`config.mk`:
```
export PLATFORM = sky130hd
export DESIGN_NAME = sample_history_window_min_max
export DESIGN_NICKNAME = d
export VERILOG_FILES = /design/src/shwmm_pkg.sv /design/src/sample_history_window_min_max.sv /design/src/shwmm_sample_ram.sv /design/src/shwmm_walker.sv
export VERILOG_INCLUDE_DIRS = /design/src /design/src/src
export SDC_FILE = /design/constraint.sdc
export NUM_CORES = 1
export LEC_CHECK = 0
export BUFFER_PORTS_ARGS = -buffer_cell sky130_fd_sc_hd__buf_2
export CAP_MARGIN = 20
export CORE_MARGIN = 3
export CORE_UTILIZATION = 35
export DETAILED_ROUTE_END_ITERATION = 10
export PLACE_DENSITY = 0.51
export SKIP_CTS_REPAIR_TIMING = 1
export SLEW_MARGIN = 5
export SYNTH_ARGS = -nofsm -noshare
export SYNTH_HDL_FRONTEND = slang
export SYNTH_SLANG_ARGS = --single-unit
```
`constraint.sdc`:
```
create_clock -name clock -period 3.3 [get_ports clock]
set_input_delay 0.33 -clock clock [delete_from_list [all_inputs] [get_ports clock]]
set_output_delay 0.33 -clock clock [all_outputs]
set_load 0.005 [all_outputs]
```
`src/sample_history_window_min_max_macros.svh`:
```
// Assertion macros shared by the sample history window block.
`ifndef SAMPLE_HISTORY_WINDOW_MIN_MAX_MACROS_SVH
`define SAMPLE_HISTORY_WINDOW_MIN_MAX_MACROS_SVH

`ifndef NO_ASSERTIONS

// The property must hold in the same cycle as its condition.
`define SHWMM_ASSERT_IMPLIES(label, clk, rst, cond, prop) \
   label: assert property (@(posedge clk) disable iff (rst) (cond) |-> (prop)) \
      else $error("shwmm check failed");

// The property must hold in the cycle after its condition.
`define SHWMM_ASSERT_NEXT(label, clk, rst, cond, prop) \
   label: assert property (@(posedge clk) disable iff (rst) (cond) |=> (prop)) \
      else $error("shwmm check failed");

`else

`define SHWMM_ASSERT_IMPLIES(label, clk, rst, cond, prop)
`define SHWMM_ASSERT_NEXT(label, clk, rst, cond, prop)

`endif

`endif

```
`src/shwmm_pkg.sv`:
```
package shwmm_pkg;

   // Stream widths.
   localparam int REQ_TDATA_W = 32;
   localparam int REQ_TUSER_W = 2;
   localparam int RSP_TDATA_W = 56;

   // Field widths.
   localparam int ACTION_W  = 2;
   localparam int SAMPLE_W  = 16;
   localparam int BACK_W    = 6;
   localparam int WCOUNT_W  = 7;
   localparam int HELD_W    = 7;

   // Action codes; the unused code behaves as a query.
   localparam logic [ACTION_W-1:0] ACT_PUSH  = 2'd0;
   localparam logic [ACTION_W-1:0] ACT_QUERY = 2'd1;
   localparam logic [ACTION_W-1:0] ACT_CLEAR = 2'd2;

   typedef struct packed {
      logic [ACTION_W-1:0] action;
      logic [SAMPLE_W-1:0] sample;
      logic [BACK_W-1:0]   back_index;
      logic [WCOUNT_W-1:0] window_count;
   } req_item_type;

   typedef struct packed {
      logic [HELD_W-1:0]   held_count;
      logic [SAMPLE_W-1:0] sample_back;
      logic [SAMPLE_W-1:0] window_min;
      logic [SAMPLE_W-1:0] window_max;
   } rsp_item_type;

   typedef enum logic [2:0] {
      ST_IDLE,
      ST_EXEC,
      ST_BACK,
      ST_WALK,
      ST_DONE
   } state_type;

   // Tag of the memory read whose data returns in the next cycle.
   typedef enum logic [1:0] {
      RD_NONE,
      RD_BACK,
      RD_WALK
   } rd_kind_type;

endpackage

```
`src/sample_history_window_min_max.sv`:
```
// Sample history with windowed minimum and maximum. Each request pushes a
// sample, clears the history, or only queries, and returns one response with
// the held count, the sample back_index steps behind the newest, and the
// minimum and maximum over the newest window_count samples. Requests are taken
// one at a time: a request with a window span of S samples (S is window_count,
// or the held count when window_count is 0 or larger) occupies the block from
// its transfer while its S samples are walked until its response is loaded.
// The walk is paced by the single read port of the sample memory, which
// delivers one stored sample per cycle to the min/max walk. The response sits
// in an output register, so the next request can be taken while the previous
// response still waits.
module sample_history_window_min_max #(
   parameter int DEPTH = 64
) (
   input  logic                               clock,
   input  logic                               reset,
   input  logic                               req_tvalid,
   output logic                               req_tready,
   // sample[15:0], back_index[21:16], window_count[28:22], zero pad to 32 bits
   input  logic [shwmm_pkg::REQ_TDATA_W-1:0]  req_tdata,
   // action[1:0]
   input  logic [shwmm_pkg::REQ_TUSER_W-1:0]  req_tuser,
   output logic                               rsp_tvalid,
   input  logic                               rsp_tready,
   // held_count[6:0], sample_back[22:7], window_min[38:23], window_max[54:39],
   // zero pad to 56 bits
   output logic [shwmm_pkg::RSP_TDATA_W-1:0]  rsp_tdata
);

   import shwmm_pkg::*;

   req_item_type item;
   rsp_item_type res;
   logic         res_valid;
   logic         slot_free;

   logic         rsp_valid_ff, rsp_valid_in;
   rsp_item_type rsp_data_ff, rsp_data_in;

   // Unpack the request transfer.
   always_comb begin
      item.action       = req_tuser[ACTION_W-1:0];
      item.sample       = req_tdata[15:0];
      item.back_index   = req_tdata[21:16];
      item.window_count = req_tdata[28:22];
   end

   shwmm_walker #(
      .DEPTH (DEPTH)
   ) u_walker (
      .clock      (clock),
      .reset      (reset),
      .item_valid (req_tvalid),
      .item_ready (req_tready),
      .item       (item),
      .res_valid  (res_valid),
      .res_ready  (slot_free),
      .res        (res)
   );

   // Output register: loads when empty or being emptied in this cycle.
   always_comb begin
      slot_free    = !rsp_valid_ff || rsp_tready;
      rsp_valid_in = rsp_valid_ff;
      rsp_data_in  = rsp_data_ff;
      if (slot_free) begin
         rsp_valid_in = res_valid;
         rsp_data_in  = res;
      end
   end

   always_ff @(posedge clock) begin
      if (reset) begin
         rsp_valid_ff <= 1'b0;
      end else begin
         rsp_valid_ff <= rsp_valid_in;
      end
   end

   always_ff @(posedge clock) begin
      rsp_data_ff <= rsp_data_in;
   end

   // Pack the response transfer.
   assign rsp_tvalid = rsp_valid_ff;
   assign rsp_tdata  = {1'b0,
                        rsp_data_ff.window_max,
                        rsp_data_ff.window_min,
                        rsp_data_ff.sample_back,
                        rsp_data_ff.held_count};

endmodule

```
`src/shwmm_sample_ram.sv`:
```
module shwmm_sample_ram #(
   parameter int DEPTH = 64,
   parameter int WIDTH = 16
) (
   input  logic                     clock,
   input  logic                     wr_en,
   input  logic [$clog2(DEPTH)-1:0] wr_addr,
   input  logic [WIDTH-1:0]         wr_data,
   input  logic                     rd_en,
   input  logic [$clog2(DEPTH)-1:0] rd_addr,
   output logic [WIDTH-1:0]         rd_data
);

   logic [WIDTH-1:0] mem [DEPTH];
   logic [WIDTH-1:0] rd_data_ff;

   // One write port and one registered read port.
   always_ff @(posedge clock) begin
      if (wr_en) begin
         mem[wr_addr] <= wr_data;
      end
      if (rd_en) begin
         rd_data_ff <= mem[rd_addr];
      end
   end

   assign rd_data = rd_data_ff;

endmodule

```
`src/shwmm_walker.sv`:
```
`include "sample_history_window_min_max_macros.svh"

module shwmm_walker #(
   parameter int DEPTH = 64
) (
   input  logic                   clock,
   input  logic                   reset,
   input  logic                   item_valid,
   output logic                   item_ready,
   input  shwmm_pkg::req_item_type item,
   output logic                   res_valid,
   input  logic                   res_ready,
   output shwmm_pkg::rsp_item_type res
);

   import shwmm_pkg::*;

   localparam int IW = $clog2(DEPTH);
   localparam int CW = $clog2(DEPTH + 1);
   localparam int XW = (CW > WCOUNT_W) ? CW : WCOUNT_W;
   localparam int AW = XW + 1;

   state_type           state_ff, state_in;
   rd_kind_type         rd_kind_ff, rd_kind_in;

   logic [ACTION_W-1:0] act_ff, act_in;
   logic [SAMPLE_W-1:0] sample_ff, sample_in;
   logic [BACK_W-1:0]   back_ff, back_in;
   logic [WCOUNT_W-1:0] wcount_ff, wcount_in;

   logic [IW-1:0]       wp_ff, wp_in;
   logic [CW-1:0]       fill_ff, fill_in;
   logic [CW-1:0]       remain_ff, remain_in;
   logic [IW-1:0]       ptr_ff, ptr_in;
   logic                first_ff, first_in;
   logic [SAMPLE_W-1:0] min_ff, min_in;
   logic [SAMPLE_W-1:0] max_ff, max_in;
   logic [SAMPLE_W-1:0] sback_ff, sback_in;

   logic                wr_en;
   logic                rd_en;
   logic [IW-1:0]       rd_addr;
   logic [SAMPLE_W-1:0] rd_data;

   logic [XW-1:0]       fill_x;
   logic [XW-1:0]       back_x;
   logic [XW-1:0]       wcount_x;
   logic                back_hit;
   logic [CW-1:0]       span;
   logic [AW-1:0]       back_sum;
   logic [IW-1:0]       back_addr;
   logic [IW-1:0]       newest_addr;

   shwmm_sample_ram #(
      .DEPTH (DEPTH),
      .WIDTH (SAMPLE_W)
   ) u_ram (
      .clock   (clock),
      .wr_en   (wr_en),
      .wr_addr (wp_ff),
      .wr_data (sample_ff),
      .rd_en   (rd_en),
      .rd_addr (rd_addr),
      .rd_data (rd_data)
   );

   // Span of the window and slot of the requested back sample.
   always_comb begin
      fill_x      = XW'(fill_ff);
      back_x      = XW'(back_ff);
      wcount_x    = XW'(wcount_ff);
      back_hit    = back_x < fill_x;
      span        = ((wcount_x == '0) || (wcount_x > fill_x)) ? fill_ff : wcount_x[CW-1:0];
      back_sum    = AW'(wp_ff) + AW'(DEPTH - 1) - AW'(back_ff);
      if (back_sum >= AW'(DEPTH)) begin
         back_sum = back_sum - AW'(DEPTH);
      end
      back_addr   = back_sum[IW-1:0];
      newest_addr = (wp_ff == '0) ? IW'(DEPTH - 1) : wp_ff - IW'(1);
   end

   // Next state.
   always_comb begin
      state_in = state_ff;
      case (state_ff)
         ST_IDLE: begin
            if (item_valid) begin
               state_in = ST_EXEC;
            end
         end
         ST_EXEC: state_in = ST_BACK;
         ST_BACK: state_in = ST_WALK;
         ST_WALK: begin
            if (remain_ff == '0) begin
               state_in = ST_DONE;
            end
         end
         ST_DONE: begin
            if (res_ready) begin
               state_in = ST_IDLE;
            end
         end
         default: state_in = ST_IDLE;
      endcase
   end

   // Datapath and memory control.
   always_comb begin
      act_in     = act_ff;
      sample_in  = sample_ff;
      back_in    = back_ff;
      wcount_in  = wcount_ff;
      wp_in      = wp_ff;
      fill_in    = fill_ff;
      remain_in  = remain_ff;
      ptr_in     = ptr_ff;
      first_in   = first_ff;
      min_in     = min_ff;
      max_in     = max_ff;
      sback_in   = sback_ff;
      rd_kind_in = RD_NONE;
      wr_en      = 1'b0;
      rd_en      = 1'b0;
      rd_addr    = ptr_ff;
      item_ready = 1'b0;
      res_valid  = 1'b0;

      case (state_ff)
         ST_IDLE: begin
            item_ready = 1'b1;
            if (item_valid) begin
               act_in    = item.action;
               sample_in = item.sample;
               back_in   = item.back_index;
               wcount_in = item.window_count;
            end
         end
         ST_EXEC: begin
            case (act_ff)
               ACT_PUSH: begin
                  wr_en = 1'b1;
                  wp_in = (wp_ff == IW'(DEPTH - 1)) ? '0 : wp_ff + IW'(1);
                  if (fill_ff < CW'(DEPTH)) begin
                     fill_in = fill_ff + CW'(1);
                  end
               end
               ACT_CLEAR: begin
                  wp_in   = '0;
                  fill_in = '0;
               end
               default: begin
               end
            endcase
         end
         ST_BACK: begin
            rd_en      = back_hit;
            rd_addr    = back_addr;
            rd_kind_in = back_hit ? RD_BACK : RD_NONE;
            sback_in   = '0;
            remain_in  = span;
            ptr_in     = newest_addr;
            first_in   = 1'b1;
            min_in     = '0;
            max_in     = '0;
         end
         ST_WALK: begin
            if (remain_ff != '0) begin
               rd_en      = 1'b1;
               rd_addr    = ptr_ff;
               rd_kind_in = RD_WALK;
               ptr_in     = (ptr_ff == '0) ? IW'(DEPTH - 1) : ptr_ff - IW'(1);
               remain_in  = remain_ff - CW'(1);
            end
         end
         ST_DONE: begin
            res_valid = 1'b1;
         end
         default: begin
         end
      endcase

      // Fold in the data of the read issued in the previous cycle.
      case (rd_kind_ff)
         RD_BACK: sback_in = rd_data;
         RD_WALK: begin
            first_in = 1'b0;
            if (first_ff || (rd_data < min_ff)) begin
               min_in = rd_data;
            end
            if (first_ff || (rd_data > max_ff)) begin
               max_in = rd_data;
            end
         end
         default: begin
         end
      endcase
   end

   always_comb begin
      res.held_count  = fill_x[HELD_W-1:0];
      res.sample_back = sback_ff;
      res.window_min  = min_ff;
      res.window_max  = max_ff;
   end

   // Control registers.
   always_ff @(posedge clock) begin
      if (reset) begin
         state_ff   <= ST_IDLE;
         rd_kind_ff <= RD_NONE;
         wp_ff      <= '0;
         fill_ff    <= '0;
      end else begin
         state_ff   <= state_in;
         rd_kind_ff <= rd_kind_in;
         wp_ff      <= wp_in;
         fill_ff    <= fill_in;
      end
   end

   // Payload registers.
   always_ff @(posedge clock) begin
      act_ff    <= act_in;
      sample_ff <= sample_in;
      back_ff   <= back_in;
      wcount_ff <= wcount_in;
      remain_ff <= remain_in;
      ptr_ff    <= ptr_in;
      first_ff  <= first_in;
      min_ff    <= min_in;
      max_ff    <= max_in;
      sback_ff  <= sback_in;
   end

   `SHWMM_ASSERT_IMPLIES(a_fill_bound, clock, reset, 1'b1, fill_ff <= CW'(DEPTH))
   `SHWMM_ASSERT_IMPLIES(a_wp_bound, clock, reset, 1'b1, wp_ff <= IW'(DEPTH - 1))
   `SHWMM_ASSERT_IMPLIES(a_walk_span, clock, reset, state_ff == ST_WALK, remain_ff <= fill_ff)
   `SHWMM_ASSERT_NEXT(a_read_tag, clock, reset, rd_en, rd_kind_ff != RD_NONE)
   `SHWMM_ASSERT_IMPLIES(a_done_drained, clock, reset, state_ff == ST_DONE, rd_kind_ff == RD_NONE)

endmodule
```
== Word level (Yosys, flattened, before mapping) ==
Memories as Yosys holds them, arrays and structs flattened. A register that Yosys moved wholly into a read port is not among the register bits.
Index checks and enable logic that the tools add are counted.

* Memories: 1
* Bits in writable memories: 1024
* Bits of input ports: 38
* Bits in registers: 167
* Output and inout bits: 58

* Magnitude comparators: 6
* Reductions and logical operators: 20
* Equal/unequal tests: 13
* Multiplexer cells: 36
* Add/sub/neg operators: 8

{| class="wikitable"
|+ Memory list
! memory !! words !! bits a word !! read ports !! clocked after Yosys merged registers in !! write ports !! line !! source
|-
| u_walker.u_ram.mem || 64 || 16 || 1 || 1 || 1 || shwmm_sample_ram.sv:14 || <nowiki>logic [WIDTH-1:0] mem [DEPTH];</nowiki>
|}

{| class="wikitable"
|+ Operators by type and width
! kind !! count
|-
| 2-to-1 mux 16 bit || 8
|-
| 2-to-1 mux 6 bit || 6
|-
| case mux 7 bit (2 select lines) || 2
|-
| case mux 6 bit (2 select lines) || 2
|-
| 2-to-1 mux 7 bit || 3
|-
| subtractor 6 x 1 -> 6 bit, second input constant || 3
|-
| > comparator 16 bit || 1
|-
| < comparator 16 bit || 1
|-
| case mux 3 bit (5 select lines) || 1
|-
| zero test 7 bit || 2
|-
| zero test 6 bit || 2
|-
| 2-to-1 mux 3 bit || 3
|-
| >= comparator 8 x 7 -> 1 bit, second input constant || 1
|-
| 2-to-1 mux 1 bit || 8
|-
| subtractor 7 x 6 -> 8 bit || 1
|-
| adder 6 x 6 -> 7 bit, second input constant || 1
|-
| adder 7 x 1 -> 7 bit, second input constant || 1
|-
| > comparator 7 bit || 1
|-
| < comparator 6 x 7 -> 1 bit || 1
|-
| < comparator 7 bit, second input constant || 1
|-
| nonzero test 7 bit || 1
|-
| subtractor 7 x 1 -> 7 bit, second input constant || 1
|-
| adder 6 x 1 -> 6 bit, second input constant || 1
|-
| == test 3 x 2 -> 1 bit, second input constant || 2
|-
| other kinds (17) || 29
|}

== Longest topological paths before layout ==
* Depth in word-level cells: 5
* Gate-level depth with buffers: 13

== Hierarchy ==
A second synthesis with hierarchy kept.

* Cells, all modules: 2456
* Area total of the unflattened synthesis: 47707.0 sq um

{| class="wikitable"
|+ By module, submodules not included
! module !! cells an instance !! instances !! area each (sq um)
|-
| shwmm_sample_ram || 1829 || 1 || 40202.3
|-
| shwmm_walker || 566 || 1 || 5795.6
|-
| sample_history_window_min_max || 61 || 1 || 1709.1
|}

== Least setup slack after synthesis ==
No wires, ideal clock.

* Kind: register -> register
* Start point: register u_walker.fill_ff[1]
* End point: register u_walker.u_ram.rd_data_ff[0] (netlist: u_walker.u_ram.rd_data[0]) (read register of u_walker.u_ram.mem), enable pin
* Arrival: 2684 ps
* Clock period less this slack: 3098 ps
* Stages on the path, launching flop included: 9
* Slack: 202 ps
* Cell sequence: dfxtp_1 -> inv_1 -> ha_1 -> a21o_1 -> a21o_1 -> a21o_1 -> a21oi_1 -> nor2_1 -> o31ai_1

* Word-level cells in the longest chain between the ends: 2

{| class="wikitable"
|+ RTL lines
! item !! line !! source
|-
| start: declaration || shwmm_walker.sv:32 || <nowiki>logic [CW-1:0] fill_ff, fill_in;</nowiki>
|-
| start signal: assignment || shwmm_walker.sv:217 || <nowiki>fill_ff <= fill_in;</nowiki>
|-
| < comparator 6 x 7 -> 1 bit || shwmm_walker.sv:72 || <nowiki>back_hit = back_x < fill_x;</nowiki>
|-
| case mux 1 bit (2 select lines) || shwmm_walker.sv:128 || <nowiki>case (state_ff)</nowiki>
|-
| net u_walker.rd_en || shwmm_walker.sv:41 || <nowiki>logic rd_en;</nowiki>
|-
| end: declaration || shwmm_sample_ram.sv:15 || <nowiki>logic [WIDTH-1:0] rd_data_ff;</nowiki>
|}

The timed path passes the listed nets, and every way through them passes these cells.
A chain may end at the register's enable or synchronous reset.

== Final worst setup path ==
* Start point: register u_walker.back_ff[0]
* End point: register u_walker.u_ram.rd_data_ff[2] (netlist: u_walker.u_ram.rd_data[2]) (read register of u_walker.u_ram.mem) (data pin)

* Word-level cells in the longest chain between the ends: 4
* Elaborated cells on any way between the ends: 7
* Classes of those cells: add/sub: 2; order compare: 2; mux: 3

{| class="wikitable"
|+ RTL lines
! item !! line !! source
|-
| start: declaration || shwmm_walker.sv:28 || <nowiki>logic [BACK_W-1:0] back_ff, back_in;</nowiki>
|-
| start signal: assignment || shwmm_walker.sv:225 || <nowiki>back_ff <= back_in;</nowiki>
|-
| subtractor 7 x 6 -> 8 bit || shwmm_walker.sv:74 || <nowiki>back_sum = AW'(wp_ff) + AW'(DEPTH - 1) - AW'(back_ff);</nowiki>
|-
| >= comparator 8 x 7 -> 1 bit / subtractor 6 x 1 -> 6 bit (equally long branches) || shwmm_walker.sv:75, shwmm_walker.sv:76 ||
|-
| 2-to-1 mux 6 bit || shwmm_walker.sv:75 || <nowiki>if (back_sum >= AW'(DEPTH)) begin</nowiki>
|-
| 2-to-1 mux 6 bit || n/a ||
|}

Several ways; a longest one is shown, not always the timed one.

==> metrics.csv <==
metric,value,unit
vias in the first global route,29300,
Post-synth EDFFs,1155,
"Distinct cells, synth",59,
grt ovf,0,
"CTS clk-pin slew, worst paths",0.06,ns
crit path time final,3.25,ns
"FFs w/ async S/R, synth",0,%
WP data required,3.80,ns
clock sink count,1207,
most common cell in the netlist,edfxtp_1,
top_reg_cell synth,edfxtp_1,
CTS buffer count,130,
worst ir drop on vdd,477,µV
layout cells sized above 1,17.5,%
Startpoint Class,register,
Lkg Pwr,21.1,nW
Die Wd,379,µm
DR WL/cell,24.4,µm
WL final,144,mm
core footprint,0.138,mm²
maxcap violations,0,
synthesized area,0.0487,mm²
area grow syn2layout,21.2,%
drt initial violations,3117,
top cell type by total area after synthesis,edfxtp_1,
Residual DRC,0,
"most used cell, CP",buf_4,
Mapped Cells,3559,
first-pass GRT wire length,205,mm
NumNets Final,4091,
status,"finished, final reports clean",
sequential area share after synthesis,73.4,%
total of warnings raised by yosys,0,
Worst-Skew Late Latency,0.75,ns
HPWL Detailed,85.7,mm
hold violation total from the final report,0,
Worst Path Arrival,3.75,ns
worst hold margin,0.290,ns
Final Util,42.8,%
htree depth,4,
crit path from,u_walker.back_ff[0],
syn_area_per_cell,13.7,µm²
max incr delay on CP,0.42,ns
CTS tree,done,
non-filler cells in the finished layout,5885,
DR vias,30800,
period utilization,98.3,%
vias per cell,5.23,
Final Skew,0.0263,ns
Synth top area share,71.2,%
synth top area cells,"edfxtp_1 (71%), nand2_1 (6.4%), nand3_1 (5.4%)",
Routed Antenna Nets,0,
PD cells,614,mW/mm²
critical path cell sequence,"inv_1, ha_2, inv_2, fa_2, xnor2_2, mux2i_1, buf_4, and2_4, buf_12, buf_8, buf_6, a32oi_1, buf_4, nand4_1, and4_1",
min-delay worst type,input port to register,
RSZ-0062 raised after global routing,true,
min-delay src,req_tdata[2],
# setup viols final,0,
crit-path leading delay family,buffers and inverters,
deepest clock path buffer count,3,
Setup TNS,0,ns
Peak Freq,308,MHz
DIE AREA,0.144,mm²
WP buf/inv,7,
Max Fanout on Critical Path,8,
final slew viol count,0,
first-pass iteration count of the detailed router,5,
gr usage total,19.6,%
Post-Syn Nets,3653,
most frequent cells after synthesis,"edfxtp_1 (1,155), nand2_1 (828), nand3_1 (522), mux2i_1 (230), buf_2 (98)",
critical path endpoint category,register,
slew at the pin with the worst max-slew slack,1.01,ns
placed cells,5555,
CTS root buffer,clkbuf_16,
Row Count,136,
Slew headroom,33.0,%
critical path type,register to register,
Synth Register Bits,1207,
chip height,379,µm
I/O Pins,96,
Reg-to-Reg Start,u_walker.back_ff[0],
port bufs,91,
pin count of the biggest net entering global routing,65,
initial antenna violation count,0,
Initial Utilization,35.3,%
"Slowest-stage cell, CP",fa_2,
RD Place Congestion,0.820,
stage by stage:
| stage | total power, mW | worst slack [ns] | area (µm²) |
|---|---|---|---|
| after global placement | 21.6 | -0.256 | 53300 |
| after global routing | 37.5 | -0.0581 | 59000 |
| after CTS | 36.2 | -0.403 | 57600 |
| final | 36.2 | 0.0548 | 59000 |
| after detailed placement | 21.6 | -0.321 | 53300 |
| after floorplan | 19.7 | 0.202 | 48700 |
flip-flops by register name (all words and copies together) (netlist names), 7 cells and up:
| register | cells |
|---|---|
| u_walker.u_ram.mem | 1024 |
| u_walker.remain_ff | 7 |
| u_walker.sback_ff | 16 |
| u_walker.max_ff | 16 |
| u_walker.fill_ff | 7 |
| u_walker.sample_ff | 16 |
| u_walker.min_ff | 16 |
| rsp_tdata | 55 |
| u_walker.wcount_ff | 7 |
| u_walker.u_ram.rd_data | 16 |
worst paths after layout:
check | endpoint | slack (ns) | depth (start not counted)
min | u_walker.sample_ff[2] | 0.29 | 2
max reg2reg | u_walker.u_ram.rd_data[2] | 0.05 | 15
min reg2reg | rsp_tdata[16] | 0.42 | 0
max | u_walker.u_ram.rd_data[2] | 0.05 | 15
cell type report:
type                       count  area, µm²
fill                       12600      78800
sequential                  1207      35700
multi-input combinational   2076      11900
timing repair buffer         510       4630
clock buffer                 169       3550
tap                         1794       2240
clock inverter                56        709
inverter                      72        270
antenna                        1       2.50
layer usage:
metal,track usage [%],routed length [µm],vias to the layer above,share of wire [%]
li1,-,-,14000,-
met1,27.8,63900,15400,45
met2,30.9,66600,1118,46
met3,3.26,9620,198,6.7
met4,5.56,3510,0,2.4
met5,0,0,-,0
cells by family after synthesis:
group / share of synthesized area (%)
flip-flops: 73.4
AND/OR/NAND/NOR: 14.8
AO/OA/AOI/OAI: 2.50
multiplexers: 4.73
other: 0.00770
adder cells (fa/ha/maj): 1.45
XOR/XNOR: 0.360
buffers and inverters: 2.81
where the power goes:
part,total (mW),internal (mW),switching [mW]
Combinational,4.34,1.66,2.68
Sequential,17.3,17.1,0.171
Clock,14.6,8.68,5.93
Total,36.2,27.4,8.78
cells in the final DEF, fill, tap and decap left out, types with 51 or more instances in the layout:
cell type  count
dfxtp_1       52
buf_4        307
buf_12        52
nand4_1       77
ha_1          53
nand2_1      828
clkbuf_16    144
a32oi_1       51
edfxtp_1    1155
buf_2         91
nand3_1      519
inv_1         70
mux2i_1      228
nor2_1        83
Note: power is estimated with default switching activity, not from simulation.
